## src/hw/rtl/apid_pkg.sv

```systemverilog
// package for the adaptive pid controller: constants, commands, status
// no dependencies
`default_nettype none
package apid_pkg;
  localparam int DataWidth = 32;
  localparam int FracBits  = 16;
  localparam int CfgIdxW   = 3;

  localparam logic [CfgIdxW-1:0] RegGoal   = 3'd0;
  localparam logic [CfgIdxW-1:0] RegStep   = 3'd1;
  localparam logic [CfgIdxW-1:0] RegKp     = 3'd2;
  localparam logic [CfgIdxW-1:0] RegKi     = 3'd3;
  localparam logic [CfgIdxW-1:0] RegKd     = 3'd4;
  localparam logic [CfgIdxW-1:0] RegDead   = 3'd5;
  localparam logic [CfgIdxW-1:0] RegBias   = 3'd6;
  localparam logic [CfgIdxW-1:0] RegIntLim = 3'd7;

  localparam logic [1:0] StatNormal   = 2'd0;
  localparam logic [1:0] StatDeadband = 2'd1;
  localparam logic [1:0] StatBadStep  = 2'd2;

  // datapath micro operations
  typedef enum logic [4:0] {
    OP_NONE, OP_ERR, OP_HALF, OP_INTMUL, OP_INTADD, OP_DIVINIT, OP_DIVSTEP, OP_DIVDONE,
    OP_PMUL, OP_IMUL, OP_DMUL, OP_BIAS, OP_MEAN1, OP_MEAN2, OP_SPR1, OP_SPR2, OP_SPR3,
    OP_OVR, OP_KI, OP_KPD1, OP_KPD2, OP_TALLY, OP_KPD3, OP_CLAMP
  } op_e;

  typedef struct packed {
    op_e  op;
  } cmd_t;

  typedef struct packed {
    logic skip;      // deadband or bad step
    logic div_last;
    logic ovr_hi;
  } sts_t;
endpackage
`default_nettype wire

```

## src/hw/rtl/apid_ctrl.sv

```systemverilog
// controller sequencer for the adaptive pid controller
// depends on apid_pkg
`default_nettype none
module apid_ctrl import apid_pkg::*; (
  input  wire  logic clk_i,
  input  wire  logic rst_ni,
  input  wire  logic start_i,
  input  wire  sts_t sts_i,
  input  wire  logic out_free_i,
  output cmd_t       cmd_o,
  output logic       busy_o,
  output logic       done_o
);
  localparam logic [4:0] S_IDLE = 5'd0, S_HALF = 5'd1, S_IMUL = 5'd2, S_IADD = 5'd3,
    S_DINIT = 5'd4, S_DSTEP = 5'd5, S_DDONE = 5'd6, S_P = 5'd7, S_I = 5'd8,
    S_D = 5'd9, S_B = 5'd10, S_M1 = 5'd11, S_M2 = 5'd12, S_S1 = 5'd13, S_S2 = 5'd14,
    S_S3 = 5'd15, S_OV = 5'd16, S_KI = 5'd17, S_K1 = 5'd18, S_K2 = 5'd19,
    S_T = 5'd20, S_K3 = 5'd21, S_CL = 5'd22, S_OUT = 5'd23, S_ERR = 5'd24;
  logic [4:0] state_q, state_d;

  always_comb begin
    state_d = state_q;
    cmd_o.op = OP_NONE;
    done_o = 1'b0;
    unique case (state_q)
      S_IDLE: if (start_i) begin
        cmd_o.op = OP_ERR; state_d = S_ERR;
      end
      S_ERR:   state_d = sts_i.skip ? S_OUT : S_HALF;
      S_HALF:  begin cmd_o.op = OP_HALF; state_d = S_IMUL; end
      S_IMUL:  begin cmd_o.op = OP_INTMUL; state_d = S_IADD; end
      S_IADD:  begin cmd_o.op = OP_INTADD; state_d = S_DINIT; end
      S_DINIT: begin cmd_o.op = OP_DIVINIT; state_d = S_DSTEP; end
      S_DSTEP: begin
        cmd_o.op = OP_DIVSTEP;
        if (sts_i.div_last) state_d = S_DDONE;
      end
      S_DDONE: begin cmd_o.op = OP_DIVDONE; state_d = S_P; end
      S_P:  begin cmd_o.op = OP_PMUL; state_d = S_I; end
      S_I:  begin cmd_o.op = OP_IMUL; state_d = S_D; end
      S_D:  begin cmd_o.op = OP_DMUL; state_d = S_B; end
      S_B:  begin cmd_o.op = OP_BIAS; state_d = S_M1; end
      S_M1: begin cmd_o.op = OP_MEAN1; state_d = S_M2; end
      S_M2: begin cmd_o.op = OP_MEAN2; state_d = S_S1; end
      S_S1: begin cmd_o.op = OP_SPR1; state_d = S_S2; end
      S_S2: begin cmd_o.op = OP_SPR2; state_d = S_S3; end
      S_S3: begin cmd_o.op = OP_SPR3; state_d = S_OV; end
      S_OV: begin cmd_o.op = OP_OVR; state_d = S_KI; end
      S_KI: begin cmd_o.op = OP_KI; state_d = S_K1; end
      S_K1: begin cmd_o.op = OP_KPD1; state_d = S_K2; end
      S_K2: begin cmd_o.op = OP_KPD2; state_d = S_T; end
      S_T:  begin cmd_o.op = OP_TALLY; state_d = sts_i.ovr_hi ? S_K3 : S_CL; end
      S_K3: begin cmd_o.op = OP_KPD3; state_d = S_CL; end
      S_CL: begin cmd_o.op = OP_CLAMP; state_d = S_OUT; end
      S_OUT: if (out_free_i) begin
        done_o = 1'b1; state_d = S_IDLE;
      end
      default: state_d = S_IDLE;
    endcase
  end

  assign busy_o = (state_q != S_IDLE);

  always_ff @(posedge clk_i or negedge rst_ni) begin
    if (!rst_ni) state_q <= S_IDLE;
    else         state_q <= state_d;
  end
endmodule
`default_nettype wire

```

## config.mk

```make
export PLATFORM = sky130hd
export DESIGN_NAME = apid_ctrl
export DESIGN_NICKNAME = d
export VERILOG_FILES = /design/src/hw/rtl/apid_pkg.sv /design/src/hw/rtl/apid_ctrl.sv
export SDC_FILE = /design/constraint.sdc
export NUM_CORES = 1
export LEC_CHECK = 0
export BUFFER_PORTS_ARGS = -buffer_cell sky130_fd_sc_hd__buf_2
export CAP_MARGIN = 10
export CORE_AREA = 2 2 39 41
export CTS_CLUSTER_DIAMETER = 100
export DETAILED_ROUTE_END_ITERATION = 12
export DIE_AREA = 0 0 41 43
export SLEW_MARGIN = 10
export SYNTH_ARGS = -nofsm -noshare
export SYNTH_HDL_FRONTEND = slang
export SYNTH_SLANG_ARGS = --single-unit
```

## constraint.sdc

```tcl
create_clock -name clk_i -period 1.3 [get_ports clk_i]
set_input_delay 0.26 -clock clk_i [delete_from_list [all_inputs] [get_ports clk_i]]
set_output_delay 0.26 -clock clk_i [all_outputs]
set_load 0.05 [all_outputs]
```

==> results of run 1 <==
## repair_timing
item                                    CTS  global route
hold endpoints to repair                  5             0
hold buffers                              1             0
pin swaps                                19             8
endpoints found under the setup margin   11            12
gates cloned                              0             0
setup buffers                            12             3
gates resized for setup                  36            11
## per-stage QoR
stage	cell area, µm²	instances	worst slack [ps]	util
after global routing	1080	121	-348	0.780
after detailed placement	736	101	-146	0.532
final	1080	121	-309	0.780
after global placement	736	101	-175	0.532
after floorplan	568	58	-144	-
after CTS	1000	118	-285	0.722
## cells in the final DEF, fill, tap and decap left out, drive strengths merged, types with 2 or more instances in the layout
master / n
buf: 48
nor3: 5
dfrtp: 5
nor2: 5
nand2: 4
o21ai: 4
a21oi: 4
clkbuf: 3
xor2: 2
nand3b: 2
nand2b: 2
or3: 2
## area by class of cell
class,instances,area [µm²],area share
Timing Repair Buffer,49,438,0.406
Sequential cell,5,129,0.119
Clock buffer,3,22.5,0.0209
Tap cell,16,20.0,0.0185
Multi-Input combinational cell,46,462,0.428
Clock inverter,1,5.00,0.00463
Inverter,1,3.75,0.00348
## cell families after synthesis
group	share of synthesized area
DFF	0.258
AOI/OAI and AO/OA	0.256
and+or+nand+nor	0.326
xor gates and xnor gates	0.0543
buffers and inverters	0.106
## worst max-delay path, delay by kind of cell, from the launching register on
family                 cells  cell delay, ps
buffers and inverters      2             350
flip-flops                 1             470
AO/OA/AOI/OAI              1             280
## cell usage after synthesis
| library cell | count | area [µm²] |
|---|---|---|
| dfrtp_1 | 5 | 125 |
| or2_1 | 1 | 6.26 |
| o2bb2ai_1 | 1 | 8.76 |
| nand2b_1 | 2 | 12.5 |
| a21boi_1 | 1 | 7.51 |
| inv_1 | 1 | 3.75 |
| xor2_1 | 2 | 17.5 |
| a221oi_1 | 1 | 8.76 |
| nor3_1 | 4 | 20.0 |
| nor2_1 | 5 | 18.8 |
| nand4_1 | 1 | 6.26 |
| nor3_4 | 1 | 16.3 |
| a211oi_1 | 1 | 7.51 |
| a21bo_2 | 1 | 10.0 |
| o21ai_1 | 4 | 20.0 |
| o211ai_2 | 1 | 12.5 |
| a21oi_1 | 3 | 15.0 |
| xnor2_1 | 1 | 8.76 |
| nor2b_1 | 1 | 6.26 |
| buf_4 | 2 | 15.0 |
| nand3_2 | 1 | 10.0 |
| a22oi_1 | 1 | 7.51 |
| nand2_1 | 4 | 15.0 |
| a31o_2 | 1 | 8.76 |
| buf_2 | 2 | 10.0 |
| nand4bb_1 | 1 | 11.3 |
| nand3b_1 | 2 | 15.0 |
| buf_6 | 2 | 22.5 |
| a21oi_2 | 1 | 8.76 |
| nor3b_1 | 1 | 7.51 |
| or3_1 | 2 | 12.5 |
| a211o_1 | 1 | 8.76 |
## worst paths after layout
path | to | slack, ps | cells after the start
worst max-delay path | cmd_o[0] | -310 | 3
worst min-delay path | state_q[3] | 290 | 2
worst max register to register | state_q[0] | -210 | 5
worst min register to register | state_q[0] | 800 | 3
max in group asynchronous | state_q[4] | 810 | 2
min in group asynchronous | state_q[1] | 350 | 2
## metal layers
layer  share of wire  wire length [µm]  GRT usage  up-vias
li1                -                 -          -      304
met1            0.43               719      0.290      294
met2            0.54               916      0.397       14
met3           0.025                43     0.0314        2
met4          0.0059                10     0.0600        0
met5               0                 0          0        -
==> results by group, run 1 <==
Run status
  • Status: finished with violations
  • Failing checks: setup timing

Die
  • Die span in x: 41 µm
  • Initial Util: 0.350
  • Core ar.: 1380 µm²
  • IO Count: 14
  • Die Y: 43 µm
  • DIE AREA: 1760 µm²
  • # rows: 14

STA
  • Slew headroom: 0.866
  • Post-route setup TNS: -2450 ps
  • PnR worst setup slack: -309 ps
  • Hold Vio Cnt, Final: 0
  • Final worst path period share: 1.24
  • Fin. max-slew vios: 0
  • Peak Freq: 621 MHz
  • Final setup violation count: 11
  • Hold Slack: 293 ps
  • Final min period: 1610 ps
  • RSZ-0062 raised after global routing: true
  • Worst slew pin tran: 202 ps
  • Clock Skew: 1.24 ps

Finish
  • Nets: 113
  • Max FFs per register: 5
  • Antenna diodes: 0
  • Share of cells above drive strength 1: 0.771
  • Area grow syn2layout: 123%
  • Reg with most FFs: state_q
  • Fill cell total of the finished layout: 93
  • Top flop regs: state_q x5

Routing
  • Initial drt markers: 18
  • Total Routed Length: 1690 µm
  • Antenna Violating Nets Remaining: 0
  • Wirelength per Cell: 14.0 µm
  • DR vias: 614
  • DR pass1 iterations: 4
  • Via density per instance: 5.07
  • Residual DRC count: 0

Placed design
  • Hpwl dp: 966 µm
  • Port Buf Inserts: 13
  • Routability cong.: 0.736

Logic synthesis
  • Register area share after synthesis: 0.258
  • Netlist cell types: 32
  • Synthesized Nets: 65
  • Cells after Synth: 58
  • Seq cells post-synth: 5
  • Synth warn: 0
  • Synthesized area: 484 µm²
  • Mapped Avg Cell Area: 8.35 µm²

Hold path
  • HP Start: start_i
  • Class of the worst hold path: in2reg

Clock tree
  • CTS tree: built
  • Clock Latency Late Sink: 250 ps
  • Clk slew on worst S/H paths: 50 ps
  • Root Driver: clkbuf_4
  • H-Tree Depth: 1
  • Max Root-Sink Buffers: 2
  • Cts bufs inserted: 3
  • Clk sinks: 5

Global routing
  • Largest net degree at the start of global routing: 10
  • First-pass GRT wire length: 2780 µm
  • Grt ovf: 0
  • Initial antenna violation count: 0
  • Total track usage: 0.233
  • Vias in the first global route: 617

Setup path
  • CP Cell Sequence: buf_6 -> a221oi_4 -> buf_6
  • WS Path Type: reg2out
  • Largest stage delay on the critical path: 470 ps
  • Endpoint class of the critical path: primary output
  • Most used cell, CP: buf_6
  • Slowest CP cell: dfrtp_2
  • Max FO, Critical Path: 5
  • Worst Path Required: 1040 ps
  • Worst Setup Start Kind: flip-flop
  • Crit. Startpoint: state_q[4]
  • Crit path DAT: 1350 ps
  • Reg-to-Reg Start: state_q[4]

Run
  • Maximum capacitance violations: 0
Power of run 1 is left out: the tool's default activity adds up to more than one toggle a clock period on the data nets, which glitch-free logic cannot reach.
==> run 2: changes to the inputs <==
--- a/config.mk
+++ b/config.mk
@@ -11,6 +11,7 @@
 export CTS_CLUSTER_DIAMETER = 100
 export DETAILED_ROUTE_END_ITERATION = 12
 export DIE_AREA = 0 0 41 43
+export PLACE_DENSITY_LB_ADDON = 0.2
 export SLEW_MARGIN = 10
 export SYNTH_ARGS = -nofsm -noshare
 export SYNTH_HDL_FRONTEND = slang
==> constraint.sdc (replaced) <==
create_clock -name clk_i -period 1.6 [get_ports clk_i]
set_input_delay 0.32 -clock clk_i [delete_from_list [all_inputs] [get_ports clk_i]]
set_output_delay 0.32 -clock clk_i [all_outputs]
set_load 0.05 [all_outputs]
==> run 2 against run 1 <==
The run still ends with setup timing left; critical path depth is 1 higher; final area is 24% lower; hold slack better by 67 ps; global-route usage is 5.3 points lower; final cell count is 16% lower; wire length is 21% lower; core utilization is 19 points lower; sequential cell count stayed put; non-clock buffer count is 19 lower; count of clock-buffer cells in the layout is 1 higher; via count is 16% lower; critical endpoint is now cmd_o[4]; highest routed layer unchanged.
==> results by group, run 2 (synthesis gave the netlist of run 1 again) <==
Run status
  • Status: finished with violations
  • Failing checks: setup timing

STA
  • PnR worst setup slack: -67.4 ps (+242 ps)
  • Peak Freq: 600 MHz
  • Worst slew pin tran: 273 ps (+71.4 ps)
  • Final min period: 1670 ps
  • Clock Skew: 2.28 ps (+1.03 ps)
  • Fin. max-slew vios: 0 (unchanged)
  • Slew headroom: 0.817 (-0.0486)
  • RSZ-0062 raised after global routing: true
  • Hold Vio Cnt, Final: 0 (unchanged)
  • Final worst path period share: 1.04
  • Final setup violation count: 6 (-5)

Routing
  • Residual DRC count: 0 (unchanged)
  • DR vias: 513 (-16%)
  • Wirelength per Cell: 13.1 µm (-6.1%)
  • Via density per instance: 5.03 (-0.89%)
  • Initial drt markers: 5 (-13)
  • Total Routed Length: 1340 µm (-21%)
  • DR pass1 iterations: 4 (unchanged)
  • Antenna Violating Nets Remaining: 0 (unchanged)

Setup path
  • Worst r2r path cells: 7 (+2)
  • Flop2flop setup slack: 170 ps (+380 ps)
  • Reg-to-Reg Start: state_q[0]
  • Critical R2R Capture: state_q[4]
  • Worst Path Required: 1280 ps (+240 ps)
  • WS Path Type: reg2out
  • Crit path DAT: 1350 ps (about the same)
  • Worst Setup Start Kind: flip-flop
  • Slowest CP cell: dfrtp_2
  • Endpoint class of the critical path: primary output
  • CP Cell Sequence: nand2b_4 -> nor2b_4 -> or2_1 -> buf_6
  • Largest stage delay on the critical path: 480 ps (about the same)
  • Max FO, Critical Path: 8 (+3)

Clock tree
  • Clk sinks: 5 (unchanged)
  • CTS tree: built
  • Clock Latency Late Sink: 250 ps (about the same)
  • H-Tree Depth: 1 (unchanged)
  • Max Root-Sink Buffers: 2 (unchanged)
  • Clk slew on worst S/H paths: 40 ps (about the same)
  • Root Driver: clkbuf_4
  • Cts bufs inserted: 3 (unchanged)

Global routing
  • Vias in the first global route: 529 (-14%)
  • Largest net degree at the start of global routing: 9 (-1)
  • Total track usage: 0.180 (-0.0530)
  • First-pass GRT wire length: 2180 µm (-22%)
  • Initial antenna violation count: 0 (unchanged)
  • Grt ovf: 0 (unchanged)

Placed design
  • Routability cong.: 0.753 (+2.3%)
  • Hpwl dp: 871 µm (-9.8%)
  • Pre-CTS setup slack: 101 ps (+247 ps)
  • Port Buf Inserts: 13 (unchanged)

Finish
  • Max FFs per register: 5 (unchanged)
  • Nets: 94 (-17%)
  • Most common cell after layout, fill and taps aside: buf_4
  • Antenna diodes: 0 (unchanged)
  • Share of cells above drive strength 1: 0.570 (-0.202)
  • Top flop regs: state_q x5
  • Most frequent cells in the layout: 13 x buf_4, 10 x buf_6, 6 x buf_2, 5 x nor2_1, 4 x o21ai_1
  • Reg with most FFs: state_q
  • Area grow syn2layout: 68.5%

Die
  • Initial Util: 0.350 (unchanged)
  • Core ar.: 1380 µm² (unchanged)
  • Die span in x: 41 µm (unchanged)
  • Die Y: 43 µm (unchanged)
  • # rows: 14 (unchanged)
  • IO Count: 14 (unchanged)
  • DIE AREA: 1760 µm² (unchanged)

Hold path
  • HP Start: start_i
  • Hold EP: state_q[3]
  • Class of the worst hold path: in2reg
  • Hold depth: 2 (unchanged)

Run
  • Maximum capacitance violations: 0 (unchanged)
run 2: area by class of cell:
type | count | area, µm²
well taps | 16 | 20.0
multi-input cells | 46 | 388
fillers | 126 | 568
repair buffers | 30 | 250
flip-flops and latches | 5 | 128
inverters | 1 | 3.75
clock buffers | 4 | 26.3
run 2: worst max-delay path, delay by kind of cell (launching register included):
kind	cells	cell delay (ps)
AND/OR/NAND/NOR	3	460
flip-flops	1	480
buffers and inverters	1	160
run 2: timing repair:
action                                 4_1_cts  5_1_grt
buffers inserted                             8        0
resized for setup                           22        8
hold buffers                                 1        0
pin swaps                                    4        5
setup endpoints to repair                    7        7
endpoints found under the hold margin        5        0
run 2: through the flow:
stage	utilization	std cells	TNS [ps]	hold WS, ps	area [µm²]
floorplan	-	58	-608	24.4	499
global placement	0.431	89	0	136	597
detailed placement	0.431	89	0	136	597
CTS	0.553	102	-166	339	766
global route	0.590	102	-741	358	816
finish	0.590	102	-268	360	816
run 2: worst max-delay path by stage:
| stage | startpoint | to | slack, ps | cells after the start |
|---|---|---|---|---|
| floorplan | state_q[4] | cmd_o[0] | -180 | 3 |
| finish | state_q[3] | cmd_o[4] | -70 | 4 |
| detailed placement | state_q[2] | cmd_o[4] | 100 | 4 |
| global placement | state_q[2] | cmd_o[4] | 110 | 4 |
| global route | state_q[3] | cmd_o[4] | -140 | 4 |
| CTS | state_q[3] | cmd_o[4] | -50 | 4 |
run 2: layer usage:
layer  track usage  wire, µm  vias up
li1              -         -      262
met1         0.239       610      241
met2         0.272       679        8
met3        0.0471        36        2
met4        0.0600        10        0
met5             0         0        -
Power of run 2 is left out for the same reason.
==> run 3: changes to the inputs <==
--- a/config.mk
+++ b/config.mk
@@ -11,6 +11,7 @@
 export CTS_CLUSTER_DIAMETER = 100
 export DETAILED_ROUTE_END_ITERATION = 12
 export DIE_AREA = 0 0 41 43
+export GPL_TIMING_DRIVEN = 0
 export PLACE_DENSITY_LB_ADDON = 0.2
 export SLEW_MARGIN = 10
 export SYNTH_ARGS = -nofsm -noshare
==> run 3 against run 2 <==
Clock skew about the same; via count increased by 16%; critical path type unchanged; die area unchanged; count of clock-buffer cells in the layout unchanged; the run still ends with setup timing left; first-iteration DRC count increased to 4.8 times the previous value.
==> results by group, run 3 (synthesis gave the netlist of run 1 again) <==
Finish
  • Share of cells above drive strength 1: 0.594 (+0.0240)
  • Fill cell total of the finished layout: 121 (-4.0%)
  • Finished Cell Area: 891 µm² (+9.2%)
  • Area grow syn2layout: 84.0%
  • Max FFs per register: 5 (unchanged)
  • Most common cell after layout, fill and taps aside: buf_4
  • Top flop regs: state_q x5
  • Antenna diodes: 0 (unchanged)
  • Fin util: 0.644 (+0.0542)
  • Reg with most FFs: state_q
  • Most frequent cells in the layout: 16 x buf_4, 15 x buf_6, 8 x buf_2, 5 x nor2_1
  • Nets: 104 (+11%)

STA
  • Final setup violation count: 7 (+1)
  • Hold Vio Cnt, Final: 0 (unchanged)
  • Fin. max-slew vios: 0 (unchanged)
  • Post-route setup TNS: -669 ps (-401 ps)
  • Final min period: 1750 ps (+85.1 ps)
  • Peak Freq: 571 MHz (-4.9%)
  • RSZ-0062 raised after global routing: true
  • Final worst path period share: 1.10 (+0.0532)
  • PnR worst setup slack: -152 ps (-85.1 ps)
  • Slew headroom: 0.845 (+0.0276)
  • Clock Skew: 2.07 ps (-0.214 ps)
  • Worst slew pin tran: 232 ps (-41.2 ps)

Clock tree
  • CTS tree: built
  • Clk slew on worst S/H paths: 50 ps (about the same)
  • Clk sinks: 5 (unchanged)
  • Clock Latency Late Sink: 250 ps (about the same)
  • H-Tree Depth: 1 (unchanged)
  • Cts bufs inserted: 3 (unchanged)
  • Root Driver: clkbuf_4
  • Max Root-Sink Buffers: 2 (unchanged)

Die
  • Die span in x: 41 µm (unchanged)
  • Core ar.: 1380 µm² (unchanged)
  • Die Y: 43 µm (unchanged)
  • DIE AREA: 1760 µm² (unchanged)
  • Initial Util: 0.350 (unchanged)
  • IO Count: 14 (unchanged)
  • # rows: 14 (unchanged)

Global routing
  • Largest net degree at the start of global routing: 11 (+2)
  • First-pass GRT wire length: 2360 µm (+8.2%)
  • Vias in the first global route: 534 (+0.95%)
  • Total track usage: 0.201 (+0.0216)
  • Initial antenna violation count: 0 (unchanged)
  • Grt ovf: 0 (unchanged)

Routing
  • DR pass1 iterations: 4 (unchanged)
  • Wirelength per Cell: 14.9 µm (+14%)
  • DR vias: 595 (+16%)
  • Initial drt markers: 24 (+19)
  • Residual DRC count: 0 (unchanged)
  • Total Routed Length: 1670 µm (+25%)
  • Antenna Violating Nets Remaining: 0 (unchanged)
  • Via density per instance: 5.31 (+5.6%)

Setup path
  • CP Cell Sequence: buf_6 -> buf_4 -> xnor2_1 -> a21oi_1 -> buf_4
  • Slowest CP cell: dfrtp_1
  • Worst Path Required: 1280 ps (about the same)
  • Most used cell, CP: buf_4
  • Largest stage delay on the critical path: 380 ps (-100 ps)
  • Worst Setup Start Kind: flip-flop
  • Flop2flop setup slack: 130 ps (-40 ps)
  • WS Path Type: reg2out
  • Endpoint class of the critical path: primary output
  • Max FO, Critical Path: 8 (unchanged)
  • Crit path DAT: 1430 ps (+80 ps)

Placed design
  • Post-place instance area: 584 µm² (-2.1%)
  • Pre-CTS setup slack: -35.9 ps (-137 ps)
  • Port Buf Inserts: 13 (unchanged)
  • Routability cong.: 0.806 (+7.1%)
  • Hpwl dp: 783 µm (-10%)

Hold path
  • Class of the worst hold path: in2reg

Run
  • Maximum capacitance violations: 0 (unchanged)

Run status
  • Failing checks: setup timing
  • Status: finished with violations
==> run 3: worst paths after layout <==
| check | start | to | cells after the start |
|---|---|---|---|
| worst max-delay path | state_q[0] | cmd_o[1] | 5 |
| worst min-delay path | start_i | state_q[3] | 2 |
| worst max register to register | state_q[0] | state_q[1] | 7 |
| worst min register to register | state_q[0] | state_q[0] | 3 |
| max in group asynchronous | rst_ni | state_q[4] | 2 |
| min in group asynchronous | rst_ni | state_q[2] | 2 |
==> run 3: cell type report <==
cell class | instances | area [µm²] | area share
clock buffers | 4 | 26.3 | 0.0295
flip-flops and latches | 5 | 126 | 0.142
inverters | 1 | 3.75 | 0.00421
plain buffers | 5 | 56.3 | 0.0632
well taps | 16 | 20.0 | 0.0225
multi-input cells | 46 | 375 | 0.421
repair buffers | 35 | 283 | 0.317
==> run 3: per-layer routing <==
| layer | wire (µm) | track usage | vias up |
|---|---|---|---|
| met5 | 0 | 0 | - |
| met4 | 35 | 0.0600 | 0 |
| met3 | 130 | 0.0785 | 4 |
| met2 | 818 | 0.309 | 27 |
| met1 | 683 | 0.250 | 277 |
| li1 | - | - | 287 |
==> run 3: timing repair <==
item	4_1_cts	5_1_grt
hold buffers	1	0
gates cloned	1	1
hold endpoints to repair	5	0
resized for setup	22	9
setup buffers	12	7
endpoints found under the setup margin	7	7
pin swaps	3	4
==> run 3: worst max-delay path: cells and delay by family (launching register included) <==
kind / cells / cell delay, ps
buffers and inverters: 3 / 510
XOR/XNOR: 1 / 130
flip-flops: 1 / 380
AO/OA/AOI/OAI: 1 / 160
==> run 3: per-stage QoR <==
stage               cells  hold WS [ps]
finish                112           349
floorplan              58          24.4
detailed placement     87           137
global placement       87           137
CTS                   104           350
global route          112           341
Power of run 3 is left out for the same reason.
